`config.mk`:
```
export PLATFORM = sky130hd
export DESIGN_NAME = indexed_sequence_store_top
export DESIGN_NICKNAME = d
export VERILOG_FILES = /design/src/sv/isst_pkg.sv /design/src/sv/isst_ctrl.sv /design/src/sv/isst_cell.sv /design/src/sv/indexed_sequence_store_top.sv
export SDC_FILE = /design/constraint.sdc
export NUM_CORES = 1
export LEC_CHECK = 0
export BUFFER_PORTS_ARGS = -buffer_cell sky130_fd_sc_hd__buf_4
export CAP_MARGIN = 0
export CORE_MARGIN = 4
export CORE_UTILIZATION = 49
export DETAILED_ROUTE_END_ITERATION = 6
export PLACE_DENSITY = 0.77
export SETUP_SLACK_MARGIN = 0.5
export SLEW_MARGIN = 20
export SYNTH_ARGS = -nofsm -noshare
export SYNTH_HDL_FRONTEND = slang
export SYNTH_HIERARCHICAL = 1
export SYNTH_SLANG_ARGS = --single-unit
```
`constraint.sdc`:
```
create_clock -name i_clk -period 12.8 [get_ports i_clk]
set_clock_uncertainty 0.05 [all_clocks]
set_input_delay 1.92 -clock i_clk [delete_from_list [all_inputs] [get_ports i_clk]]
set_output_delay 1.92 -clock i_clk [all_outputs]
set_load 0.03 [all_outputs]
```
`src/sv/isst_pkg.sv`:
```
// isst_pkg: shared constants, codes and the command struct of the indexed sequence store
// depends on nothing; used by isst_ctrl, isst_cell and indexed_sequence_store_top

package isst_pkg;

    // default depth of the list
    localparam int CAPACITY_DEF = 16;

    // width of one stored word
    localparam int DATA_W = 32;

    // operation codes
    localparam logic [1:0] OP_INSERT = 2'd0;
    localparam logic [1:0] OP_DELETE = 2'd1;
    localparam logic [1:0] OP_READ   = 2'd2;

    // status codes
    localparam logic [1:0] ST_OK     = 2'd0;
    localparam logic [1:0] ST_BADPOS = 2'd1;
    localparam logic [1:0] ST_EMPTY  = 2'd2;
    localparam logic [1:0] ST_FULL   = 2'd3;

    // value returned when no read takes place
    localparam logic [DATA_W-1:0] NO_VALUE = '1;

    // decision for one word, handed from the controller to the cell row
    typedef struct packed {
        logic       ins;
        logic       del;
        logic       rd;
        logic [1:0] status;
    } t_cmd;

endpackage

```
`src/sv/isst_ctrl.sv`:
```
// isst_ctrl: checks one operation against the entry count and decides what the cells do
// depends on isst_pkg

module isst_ctrl #(
    parameter int CAPACITY = isst_pkg::CAPACITY_DEF,
    localparam int CW      = $clog2(CAPACITY + 1)
) (
    input  logic [1:0]    i_operation,
    input  logic          i_at_end,
    input  logic [CW-1:0] i_position,
    input  logic [CW-1:0] i_count,
    output isst_pkg::t_cmd o_cmd,
    output logic [CW-1:0] o_pos
);

    logic w_full;
    logic w_empty;

    assign w_full  = (i_count == CW'(CAPACITY));
    assign w_empty = (i_count == '0);

    // decode and range checks
    always_comb begin
        o_cmd        = '0;
        o_cmd.status = isst_pkg::ST_OK;
        o_pos        = i_position;
        unique case (i_operation)
            isst_pkg::OP_INSERT: begin
                // a full list is refused before the position is looked at
                if (w_full) begin
                    o_cmd.status = isst_pkg::ST_FULL;
                end else begin
                    if (i_at_end) begin
                        o_pos = i_count;
                    end
                    if (o_pos > i_count) begin
                        o_cmd.status = isst_pkg::ST_BADPOS;
                    end else begin
                        o_cmd.ins = 1'b1;
                    end
                end
            end
            isst_pkg::OP_DELETE: begin
                if (w_empty) begin
                    o_cmd.status = isst_pkg::ST_EMPTY;
                end else begin
                    if (i_at_end) begin
                        o_pos = i_count - CW'(1);
                    end
                    if (o_pos >= i_count) begin
                        o_cmd.status = isst_pkg::ST_BADPOS;
                    end else begin
                        o_cmd.del = 1'b1;
                    end
                end
            end
            isst_pkg::OP_READ: begin
                if (w_empty) begin
                    o_cmd.status = isst_pkg::ST_EMPTY;
                end else if (i_position >= i_count) begin
                    o_cmd.status = isst_pkg::ST_BADPOS;
                end else begin
                    o_cmd.rd = 1'b1;
                end
            end
            default: begin
                // unused operation code
                o_cmd.status = isst_pkg::ST_BADPOS;
            end
        endcase
    end

endmodule

```
`src/sv/isst_cell.sv`:
```
// isst_cell: one list position; takes its left or right neighbour's word on a shift
// depends on isst_pkg

module isst_cell #(
    parameter int CAPACITY = isst_pkg::CAPACITY_DEF,
    parameter int INDEX    = 0,
    localparam int CW      = $clog2(CAPACITY + 1)
) (
    input  logic                        i_clk,
    input  logic                        i_en,
    input  isst_pkg::t_cmd              i_cmd,
    input  logic [CW-1:0]               i_pos,
    input  logic [isst_pkg::DATA_W-1:0] i_new,
    input  logic [isst_pkg::DATA_W-1:0] i_left,
    input  logic [isst_pkg::DATA_W-1:0] i_right,
    output logic [isst_pkg::DATA_W-1:0] o_data
);

    logic [isst_pkg::DATA_W-1:0] r_data;
    logic [isst_pkg::DATA_W-1:0] n_data;
    logic                        w_above;
    logic                        w_here;

    assign w_above = (CW'(INDEX) > i_pos);
    assign w_here  = (CW'(INDEX) == i_pos);

    // insert shifts up from the left, delete shifts down from the right
    always_comb begin
        n_data = r_data;
        if (i_cmd.ins) begin
            if (w_above) begin
                n_data = i_left;
            end else if (w_here) begin
                n_data = i_new;
            end
        end else if (i_cmd.del) begin
            if (w_above || w_here) begin
                n_data = i_right;
            end
        end
    end

    // payload register, no reset
    always_ff @(posedge i_clk) begin
        if (i_en) begin
            r_data <= n_data;
        end
    end

    assign o_data = r_data;

endmodule

```
`src/sv/indexed_sequence_store_top.sv`:
```
// indexed_sequence_store_top: bounded ordered list of signed words held in a row of cells
// depends on isst_pkg, isst_ctrl and isst_cell
//
//  channel  | valid   | stall   | payload
//  ---------+---------+---------+--------------------------------------------
//  in       | i_valid | o_stall | i_operation, i_at_end, i_position, i_value
//  out      | o_valid | i_stall | o_read_value, o_status, o_entry_count
//
// one word per cycle unless the output stalls: every cell shifts in the
// same cycle, so an insert or delete anywhere in the list is one shift;
// the result is registered and appears the cycle after acceptance.
// the output register holds the result while i_stall is high; a new word is
// taken when the output is empty or being taken in the same cycle.
// synchronous active-low reset clears the count and the output valid; the
// stored words are left as they are and never read before written.

module indexed_sequence_store_top #(
    parameter int CAPACITY = isst_pkg::CAPACITY_DEF,
    localparam int CW      = $clog2(CAPACITY + 1),
    localparam int IW      = $clog2(CAPACITY)
) (
    input  logic                               i_clk,
    input  logic                               i_rst_n,
    input  logic                               i_valid,
    output logic                               o_stall,
    input  logic [1:0]                         i_operation,
    input  logic                               i_at_end,
    input  logic [CW-1:0]                      i_position,
    input  logic signed [isst_pkg::DATA_W-1:0] i_value,
    output logic                               o_valid,
    input  logic                               i_stall,
    output logic signed [isst_pkg::DATA_W-1:0] o_read_value,
    output logic [1:0]                         o_status,
    output logic [CW-1:0]                      o_entry_count
);

    logic                        w_accept;
    isst_pkg::t_cmd              w_cmd;
    logic [CW-1:0]               w_pos;
    logic [isst_pkg::DATA_W-1:0] w_data [CAPACITY];

    logic [CW-1:0]               r_count;
    logic [CW-1:0]               n_count;
    logic                        r_valid;
    logic [isst_pkg::DATA_W-1:0] r_read_value;
    logic [1:0]                  r_status;

    // handshake
    assign o_stall  = r_valid & i_stall;
    assign w_accept = i_valid & ~o_stall;

    // decision for this word
    isst_ctrl #(
        .CAPACITY (CAPACITY)
    ) u_ctrl (
        .i_operation (i_operation),
        .i_at_end    (i_at_end),
        .i_position  (i_position),
        .i_count     (r_count),
        .o_cmd       (w_cmd),
        .o_pos       (w_pos)
    );

    // row of cells, each wired to its neighbours
    for (genvar k = 0; k < CAPACITY; k++) begin : g_cell
        logic [isst_pkg::DATA_W-1:0] w_left;
        logic [isst_pkg::DATA_W-1:0] w_right;

        if (k == 0) begin : g_head
            assign w_left = i_value;
        end else begin : g_mid
            assign w_left = w_data[k-1];
        end
        if (k == CAPACITY - 1) begin : g_tail
            assign w_right = w_data[k];
        end else begin : g_body
            assign w_right = w_data[k+1];
        end

        isst_cell #(
            .CAPACITY (CAPACITY),
            .INDEX    (k)
        ) u_cell (
            .i_clk   (i_clk),
            .i_en    (w_accept),
            .i_cmd   (w_cmd),
            .i_pos   (w_pos),
            .i_new   (i_value),
            .i_left  (w_left),
            .i_right (w_right),
            .o_data  (w_data[k])
        );
    end

    // next count
    always_comb begin
        n_count = r_count;
        if (w_cmd.ins) begin
            n_count = r_count + CW'(1);
        end else if (w_cmd.del) begin
            n_count = r_count - CW'(1);
        end
    end

    // control registers
    always_ff @(posedge i_clk) begin
        if (!i_rst_n) begin
            r_count <= '0;
            r_valid <= 1'b0;
        end else begin
            if (w_accept) begin
                r_count <= n_count;
                r_valid <= 1'b1;
            end else if (!i_stall) begin
                r_valid <= 1'b0;
            end
        end
    end

    // result register
    always_ff @(posedge i_clk) begin
        if (w_accept) begin
            r_status     <= w_cmd.status;
            r_read_value <= w_cmd.rd ? w_data[i_position[IW-1:0]] : isst_pkg::NO_VALUE;
        end
    end

    assign o_valid       = r_valid;
    assign o_read_value  = r_read_value;
    assign o_status      = r_status;
    assign o_entry_count = r_count;

    // count stays within the list depth
    a_count_bound : assert property (@(posedge i_clk) disable iff (!i_rst_n)
        r_count <= CW'(CAPACITY))
        else $error("entry count above capacity");

    // a full status is only reported when the list is full
    a_full_status : assert property (@(posedge i_clk) disable iff (!i_rst_n)
        (o_valid && o_status == isst_pkg::ST_FULL) |-> (r_count == CW'(CAPACITY)))
        else $error("full status with room left");

    // a successful insert grows the list by one
    a_insert_count : assert property (@(posedge i_clk) disable iff (!i_rst_n)
        (w_accept && w_cmd.ins) |=> (r_count == $past(r_count) + CW'(1)))
        else $error("insert did not grow the count");

    // only a good read carries a value other than all ones
    a_fail_value : assert property (@(posedge i_clk) disable iff (!i_rst_n)
        (o_valid && o_status != isst_pkg::ST_OK) |-> (o_read_value == isst_pkg::NO_VALUE))
        else $error("failed operation carries a value");

endmodule
```
-- Yosys cells after proc, flatten, opt, wreduce, memory -nomap -nowiden
Index checks and enable logic that the tools add are counted.
- $add $sub $neg: 2
- order comparisons: 20
- eq/ne operators: 34
- muxes and demuxes: 109
- bitwise logic cells: 4
- reductions and logical operators: 52
- operators by type and width (kind ; count):
    $mux W32 ; 79
    $bmux W32 S4 ; 1
    $reduce_and A4 Y1 ; 15
    $mux W5 ; 10
    $ne A3 B1 Y1 const B ; 14
    $eq A4 B5 Y1 const A ; 8
    $gt A4 B5 Y1 const A ; 8
    $reduce_bool A2 Y1 ; 17
    $eq A3 B5 Y1 const A ; 4
    $gt A3 B5 Y1 const A ; 4
    $logic_or A1 B1 Y1 ; 15
    $mux W1 ; 14
    $eq A2 B5 Y1 const A ; 2
    $ge A5 B5 Y1 ; 2
    $gt A1 B5 Y1 const A ; 2
    $gt A2 B5 Y1 const A ; 2
    $logic_not A5 Y1 ; 2
    $pmux W5 S2 ; 1
    $mux W2 ; 3
    $pmux W2 S3 ; 1
    $add A5 B1 Y5 const B ; 1
    $eq A1 B5 Y1 const A ; 1
    $eq A5 B5 Y1 const B ; 1
    $ge A5 B5 Y1 const B ; 1
    other kinds (12) ; 13
- bits in registers: 552
- input port bits: 44
- output and inout bits: 41
- logic and storage cells: 241

-- Depth between registers and ports, before layout
- depth after elaboration: 11
- depth in mapped cells: 16
- gate-level depth less buffers: 14

-- By module
The synthesis kept the hierarchy.
- modules (own cells, without submodules) (module ; times used ; cells an instance ; area an instance (um2) ; sequential area each (um2)):
    indexed_sequence_store_top ; 1 ; 413 ; 5380.2 ; 1141.1
    isst_cell at g_cell[2].u_cell ... ; 2 ; 142 ; 1671.6 ; 960.9
    isst_cell at g_cell[4].u_cell ; 1 ; 188 ; 1916.8 ; 960.9
    isst_cell at g_cell[8].u_cell ; 1 ; 184 ; 1869.3 ; 960.9
    isst_cell at g_cell[9].u_cell ; 1 ; 185 ; 1854.3 ; 960.9
    isst_cell at g_cell[1].u_cell ; 1 ; 184 ; 1838.0 ; 960.9
    isst_cell at g_cell[13].u_cell ; 1 ; 184 ; 1818.0 ; 960.9
    isst_cell at g_cell[11].u_cell ; 1 ; 186 ; 1752.9 ; 960.9
    isst_cell at g_cell[5].u_cell ; 1 ; 185 ; 1751.7 ; 960.9
    isst_cell at g_cell[12].u_cell ; 1 ; 178 ; 1699.1 ; 960.9
    isst_cell at g_cell[14].u_cell ; 1 ; 178 ; 1679.1 ; 960.9
    isst_cell at g_cell[15].u_cell ; 1 ; 177 ; 1655.3 ; 960.9
    isst_cell at g_cell[7].u_cell ; 1 ; 177 ; 1644.1 ; 960.9
    isst_cell at g_cell[3].u_cell ; 1 ; 177 ; 1642.8 ; 960.9
    3 more rows ; -- ; -- ; -- ; --

-- Least setup slack after synthesis
No wires, ideal clock.
- path kind: input port to flip-flop
- from: input port i_operation[0]
- to: register g_cell[11].u_cell.r_data, in the netlist g_cell[11].u_cell/o_data[0] (enable)
- setup time: 1.101 ns
- arrival: 10.256 ns
- data required time: 11.649 ns
- slack: 1.393 ns
- stages on the path: 4
- buffers on the path: 1
- path through: clkbuf_1 > a21oi_1 > o21ai_0 > a2111oi_0
- longest elaborated chain between the ends: 6
- elaborated cells on any way between the ends: 12
- classes of those cells: order compare: 1; eq/ne: 3; mux: 3; reduce/logical: 5
- ends and longest elaborated chain (item ; line ; text):
    start, declared ; indexed_sequence_store_top.sv:26 ; input logic [1:0] i_operation,
    $eq A2 B1 Y1 or $logic_not A2 Y1 (tied branches) ; isst_ctrl.sv:27 ; unique case (i_operation)
    $pmux W5 S2 * ; isst_ctrl.sv:27 ;
    named net w_pos[4] ; indexed_sequence_store_top.sv:39 ; logic [CW-1:0] w_pos;
    $gt A4 B5 Y1 or $eq A4 B5 Y1 (tied branches) ; isst_cell.sv:24, isst_cell.sv:25 ;
    $logic_or A1 B1 Y1 ; isst_cell.sv:37 ; if (w_above || w_here) begin
    $reduce_bool A2 Y1 (no line) ; -- ;
    $reduce_and A4 Y1 (no line) * ; -- ;
    end signal, assigned ; isst_cell.sv:46 ; r_data <= n_data;
    end, declared ; isst_cell.sv:19 ; logic [isst_pkg::DATA_W-1:0] r_data;
The timed path passes the listed nets; every way through them passes the cells marked *.
A chain may end at the register's enable or synchronous reset.

==> metrics.sh <==
INITIAL_CORE_UTIL_PCT=49.7
DETAIL_ROUTE.DRC_VIOLATIONS=1
AREA_OF_ALL_SEQUENTIAL_STANDARD_CELLS_SQ_UM=16500
SYNTH-ADDER-AREA-SHARE_PCT=0.767
GP_ROUTABILITY_CONGESTION=0.857
POWER_DISSIPATED_BY_SWITCHING_NET_LOADS_W=0.00149
PLACE_HPWL_UM=60500
NUMCLOCKSINKS=552
CRITICAL_PATH_ARRIVAL_PS=6840
STARTPOINT_OF_THE_MOST_CRITICAL_HOLD_PATH='g_cell[1].u_cell/o_data[30]'
POSTSYNTHREGISTERBITS=552
POST-CTS-SETUP-BUFFER-COUNT=0
ANT_NETS=0
GLOBALROUTEOVERFLOWTOTAL=0
BASIC_GATE_SHARE_OF_THE_SYNTHESIZED_AREA_COUNTING_AND_OR_NAND_AND_NOR_CELLS_PCT=15.5
CTS_HOLD_BUFFERS=0
CRITICAL_PATH.ENDPOINT_TYPE='register'
DOMINANTREGCELLSYNTH='sky130_fd_sc_hd__edfxtp_1'
CLK-INSERTION-DELAY-LATE_PS=620
START_KIND='input port'
GRT_FIRST_PASS_WIRELENGTH_UM=166000
IR_WORST_VDD_uV=120
TRITONCTS='yes'
INTERNAL_POWER_W=0.00328
CRITPATHMOSTFREQUENTCELL='sky130_fd_sc_hd__buf_12'
SETUP_VIOLATION_TOTAL_IN_THE_FINAL_TIMING_REPORT=0
ROWS=95
LEAKAGE_nW=11.7
PLACE.PORT_BUFFERS=84
POST-ROUTE-PERIOD-UTIL_PCT=50.9
IO_PINS=85
CTS_BUFFERS=57
SYNTH_TOP_FAMILY_BY_AREA='compound AO/OA/AOI/OAI gates'
POSTSYNTHNETCOUNT=3243
SYNTH_WARNINGS=6
H-TREE-DEPTH=2
POST_SYNTH_MUX_AREA_SHARE_PCT=11.8
CP_DATA_REQUIRED_TIME_PS=13120
DETAIL_ROUTE.WIRELENGTH_UM=112000
INSTANCES_NO_FILL=4009
POWER_DENS_CELLS_nW_PER_UM2=132
FINAL_MAX_SLEW_VIOL_COUNT=0
DIEWIDTH_UM=270
PWR-SHARE-SEQ_PCT=43.7
GRT_PASS1_VIAS=26500
SYNTHARSTFLOPSHARE_PCT=0
FIRSTDRTPASSITERS=7
MAPPEDNETLISTAREA_SQ_UM=33600
SYNTH-EDFF-COUNT=546
FILL_CELLS=5634
R2R-START='o_entry_count[0]'
CRIT_TYPE='input port to register'
CTS_ROOT_BUF='sky130_fd_sc_hd__clkbuf_16'
CRIT_PATH_CELLS='buf_6 -> inv_1 -> nor2_1 -> a21oi_1 -> ha_1 -> inv_1 -> o32a_1 -> a21oi_1 -> nor2b_4 -> buf_12 -> buf_12 -> buf_12 -> and2b_1 -> a221o_1'
CRITPATHMAXFANOUT=232
DIODES=0
GRT_ANTENNA_BEFORE_REPAIR=2
SYN_AVG_CELL_AREA_SQ_UM=10.6
WIRE_PER_INST_UM=27.9
MULTI_INPUT_COMB_AREA_SQ_UM=15400
MAXSLEWHEADROOM_PCT=14.6
DETAILEDROUTE.FIRSTITERATIONVIOLATIONS=5066
GRT_USAGE_PCT=29.4
DIE-HEIGHT_UM=270
CTS.CLK_SLEW.WORST_PATHS_PS=60
AREA_GROWTH_PCT=7.43
FP.DIEAREA_SQ_UM=72800
POST-PLACE-CELLS=3907
CRITICAL_PATH.STARTPOINT='i_position[0]'
DRIVE_GT1_SHARE_PCT=15.7
MAX_CAP_VIOLATIONS=0
CLOCK.FMAX_MHz=153
CTSRESIZECOUNT=0
CLOCK_POWER_SHARE_PCT=34.9
NETLIST-CELL-TYPE-COUNT=95
FIN_SETUP_TNS_PS=0
SWITCHING_SHARE_PCT=31.3
GRT_START_MAX_NET_PINS=233
SYNTHCELLS=3179
WORSTMARGINPINSLEW_PS=1280
FLOORPLAN.CORE_AREA_SQ_UM=67600
TIMING.CRITICAL_PATH.SLOWEST_CELL_DELAY_PS=660
SYNTH_COMPOUND_GATE_AREA_SHARE_PCT=16.8
CRIT_PATH_TOP_DELAY_CELL='sky130_fd_sc_hd__buf_6'
ROUTE.VIAS.TOTAL=28300
MOSTFREQUENTLAYOUTCELL='sky130_fd_sc_hd__edfxtp_1'
SHARE_COMB_OF_TOTAL_POWER_PCT=21.4
CLOCK_PATH_BUFFERS=3
FINAL_PERIOD_MINUS_WORST_SETUP_SLACK_PS=6520
HOLD_CLASS='register to register'
NETS=3157
SYNTH-XOR-AREA-SHARE_PCT=0.130
FAILED_CHECKS='DRC'
FINALHOLDVIOLATIONS=0
CRIT_BUF_INV=6
MEAN_NUMBER_OF_VIAS_PER_CELL=7.06
RSZ_0062_RAISED_AFTER_GLOBAL_ROUTING='no'
FINAL_CELL_MIX='sky130_fd_sc_hd__edfxtp_1 (546), sky130_fd_sc_hd__nor2_1 (438), sky130_fd_sc_hd__nand2_1 (393)'
SHARE_OF_THE_YOSYS_CHIP_AREA_BELONGING_TO_REGISTERS_PCT=49.1
RUN_STATUS='finished, violations left'
CPLARGESTDELAYFAMILY='buffers and inverters'
## stage by stage
stage	util [%]	cell area [sq um]	setup WS [ps]	hold WS, ps	power [W]
final	53.4	36100	6280	537	0.00477
after global routing	53.4	36100	5880	566	0.00491
after CTS	53.4	36100	6330	541	0.00474
after detailed placement	50.7	34300	5770	528	0.00310
after global placement	50.7	34300	5800	516	0.00307
after floorplan	-	33600	1390	498	0.00284
## synthesized netlist by cell type (all sizes together) (6+ instances only)
| cell type | instances | area [sq um] |
|---|---|---|
| o221ai | 33 | 295 |
| mux2i | 69 | 691 |
| a22oi | 64 | 480 |
| clkbuf | 130 | 516 |
| a21o | 8 | 67.6 |
| nor4 | 7 | 73.8 |
| nand3b | 64 | 480 |
| mux2 | 99 | 1110 |
| nand4 | 34 | 213 |
| a21oi | 81 | 420 |
| or3b | 33 | 292 |
| mux4 | 96 | 2160 |
| a31oi | 357 | 2250 |
| edfxtp | 546 | 16400 |
| o311ai | 32 | 280 |
| o21ai | 207 | 1050 |
| nor2b | 27 | 169 |
| nand3 | 99 | 495 |
| nand2 | 400 | 1520 |
| buf | 165 | 1290 |
| and2b | 8 | 60.1 |
| ha | 19 | 238 |
| a221o | 32 | 320 |
| nor2 | 442 | 1680 |
| dfxtp | 6 | 120 |
| inv | 47 | 176 |
## worst register-to-register path, stage by stage (launching register included)
cell	delay, ps
sky130_fd_sc_hd__dfxtp_1	480
sky130_fd_sc_hd__inv_1	190
sky130_fd_sc_hd__ha_1	210
sky130_fd_sc_hd__nor3b_1	600
sky130_fd_sc_hd__nand2_1	290
sky130_fd_sc_hd__a211oi_1	330
sky130_fd_sc_hd__a221o_4	430
sky130_fd_sc_hd__buf_4	680
sky130_fd_sc_hd__buf_4	790
sky130_fd_sc_hd__a21o_1	790
sky130_fd_sc_hd__buf_4	490
sky130_fd_sc_hd__o21ai_0	150
sky130_fd_sc_hd__a31oi_1	250
## state kept, by name, indices dropped and copies added, names as in the netlist
register,flops
o_status,2
o_read_value,32
g_cell.u_cell/o_data,512
o_entry_count,5
o_valid,1
## power by group through the flow
| stage | registers [W] | logic (W) | clock network (W) |
|---|---|---|---|
| after detailed placement | 0.00212 | 0.000979 | 0 |
| after floorplan | 0.00212 | 0.000717 | 0 |
| final | 0.00209 | 0.00102 | 0.00166 |
| after CTS | 0.00208 | 0.000981 | 0.00167 |
| after global placement | 0.00212 | 0.000952 | 0 |
| after global routing | 0.00209 | 0.00107 | 0.00174 |
## routing by layer
metal	routed length (um)	GRT usage (%)	part of all wire (%)
met1	40600	40.9	36
met2	47200	42.3	42
met3	17500	8.29	16
met4	6730	14.8	6.0
met5	25	0	0.022
## cell families after synthesis
logic type,count (synthesis)
xor+xnor,5
flops,552
buf+inv,342
compound gates,855
simple gates,1141
mux,264
fa+ha+maj,20
## cell type report
| cell class | count | area share [%] |
|---|---|---|
| well taps | 873 | 3.03 |
| flip-flops and latches | 552 | 45.7 |
| clock buffers | 70 | 4.09 |
| repair buffers | 150 | 3.24 |
| clock inverters | 32 | 0.839 |
| multi-input cells | 2285 | 42.6 |
| inverters | 47 | 0.489 |
## worst paths after layout
check | endpoint | slack, ps | cells past startpoint
setup reg to reg | g_cell[11].u_cell/o_data[0] | 6900 | 12
hold reg to reg | g_cell[0].u_cell/o_data[30] | 540 | 1
setup / recovery | g_cell[10].u_cell/o_data[9] | 6280 | 14
hold / removal | g_cell[0].u_cell/o_data[30] | 540 | 1
Power figures use the tool's default switching activity.
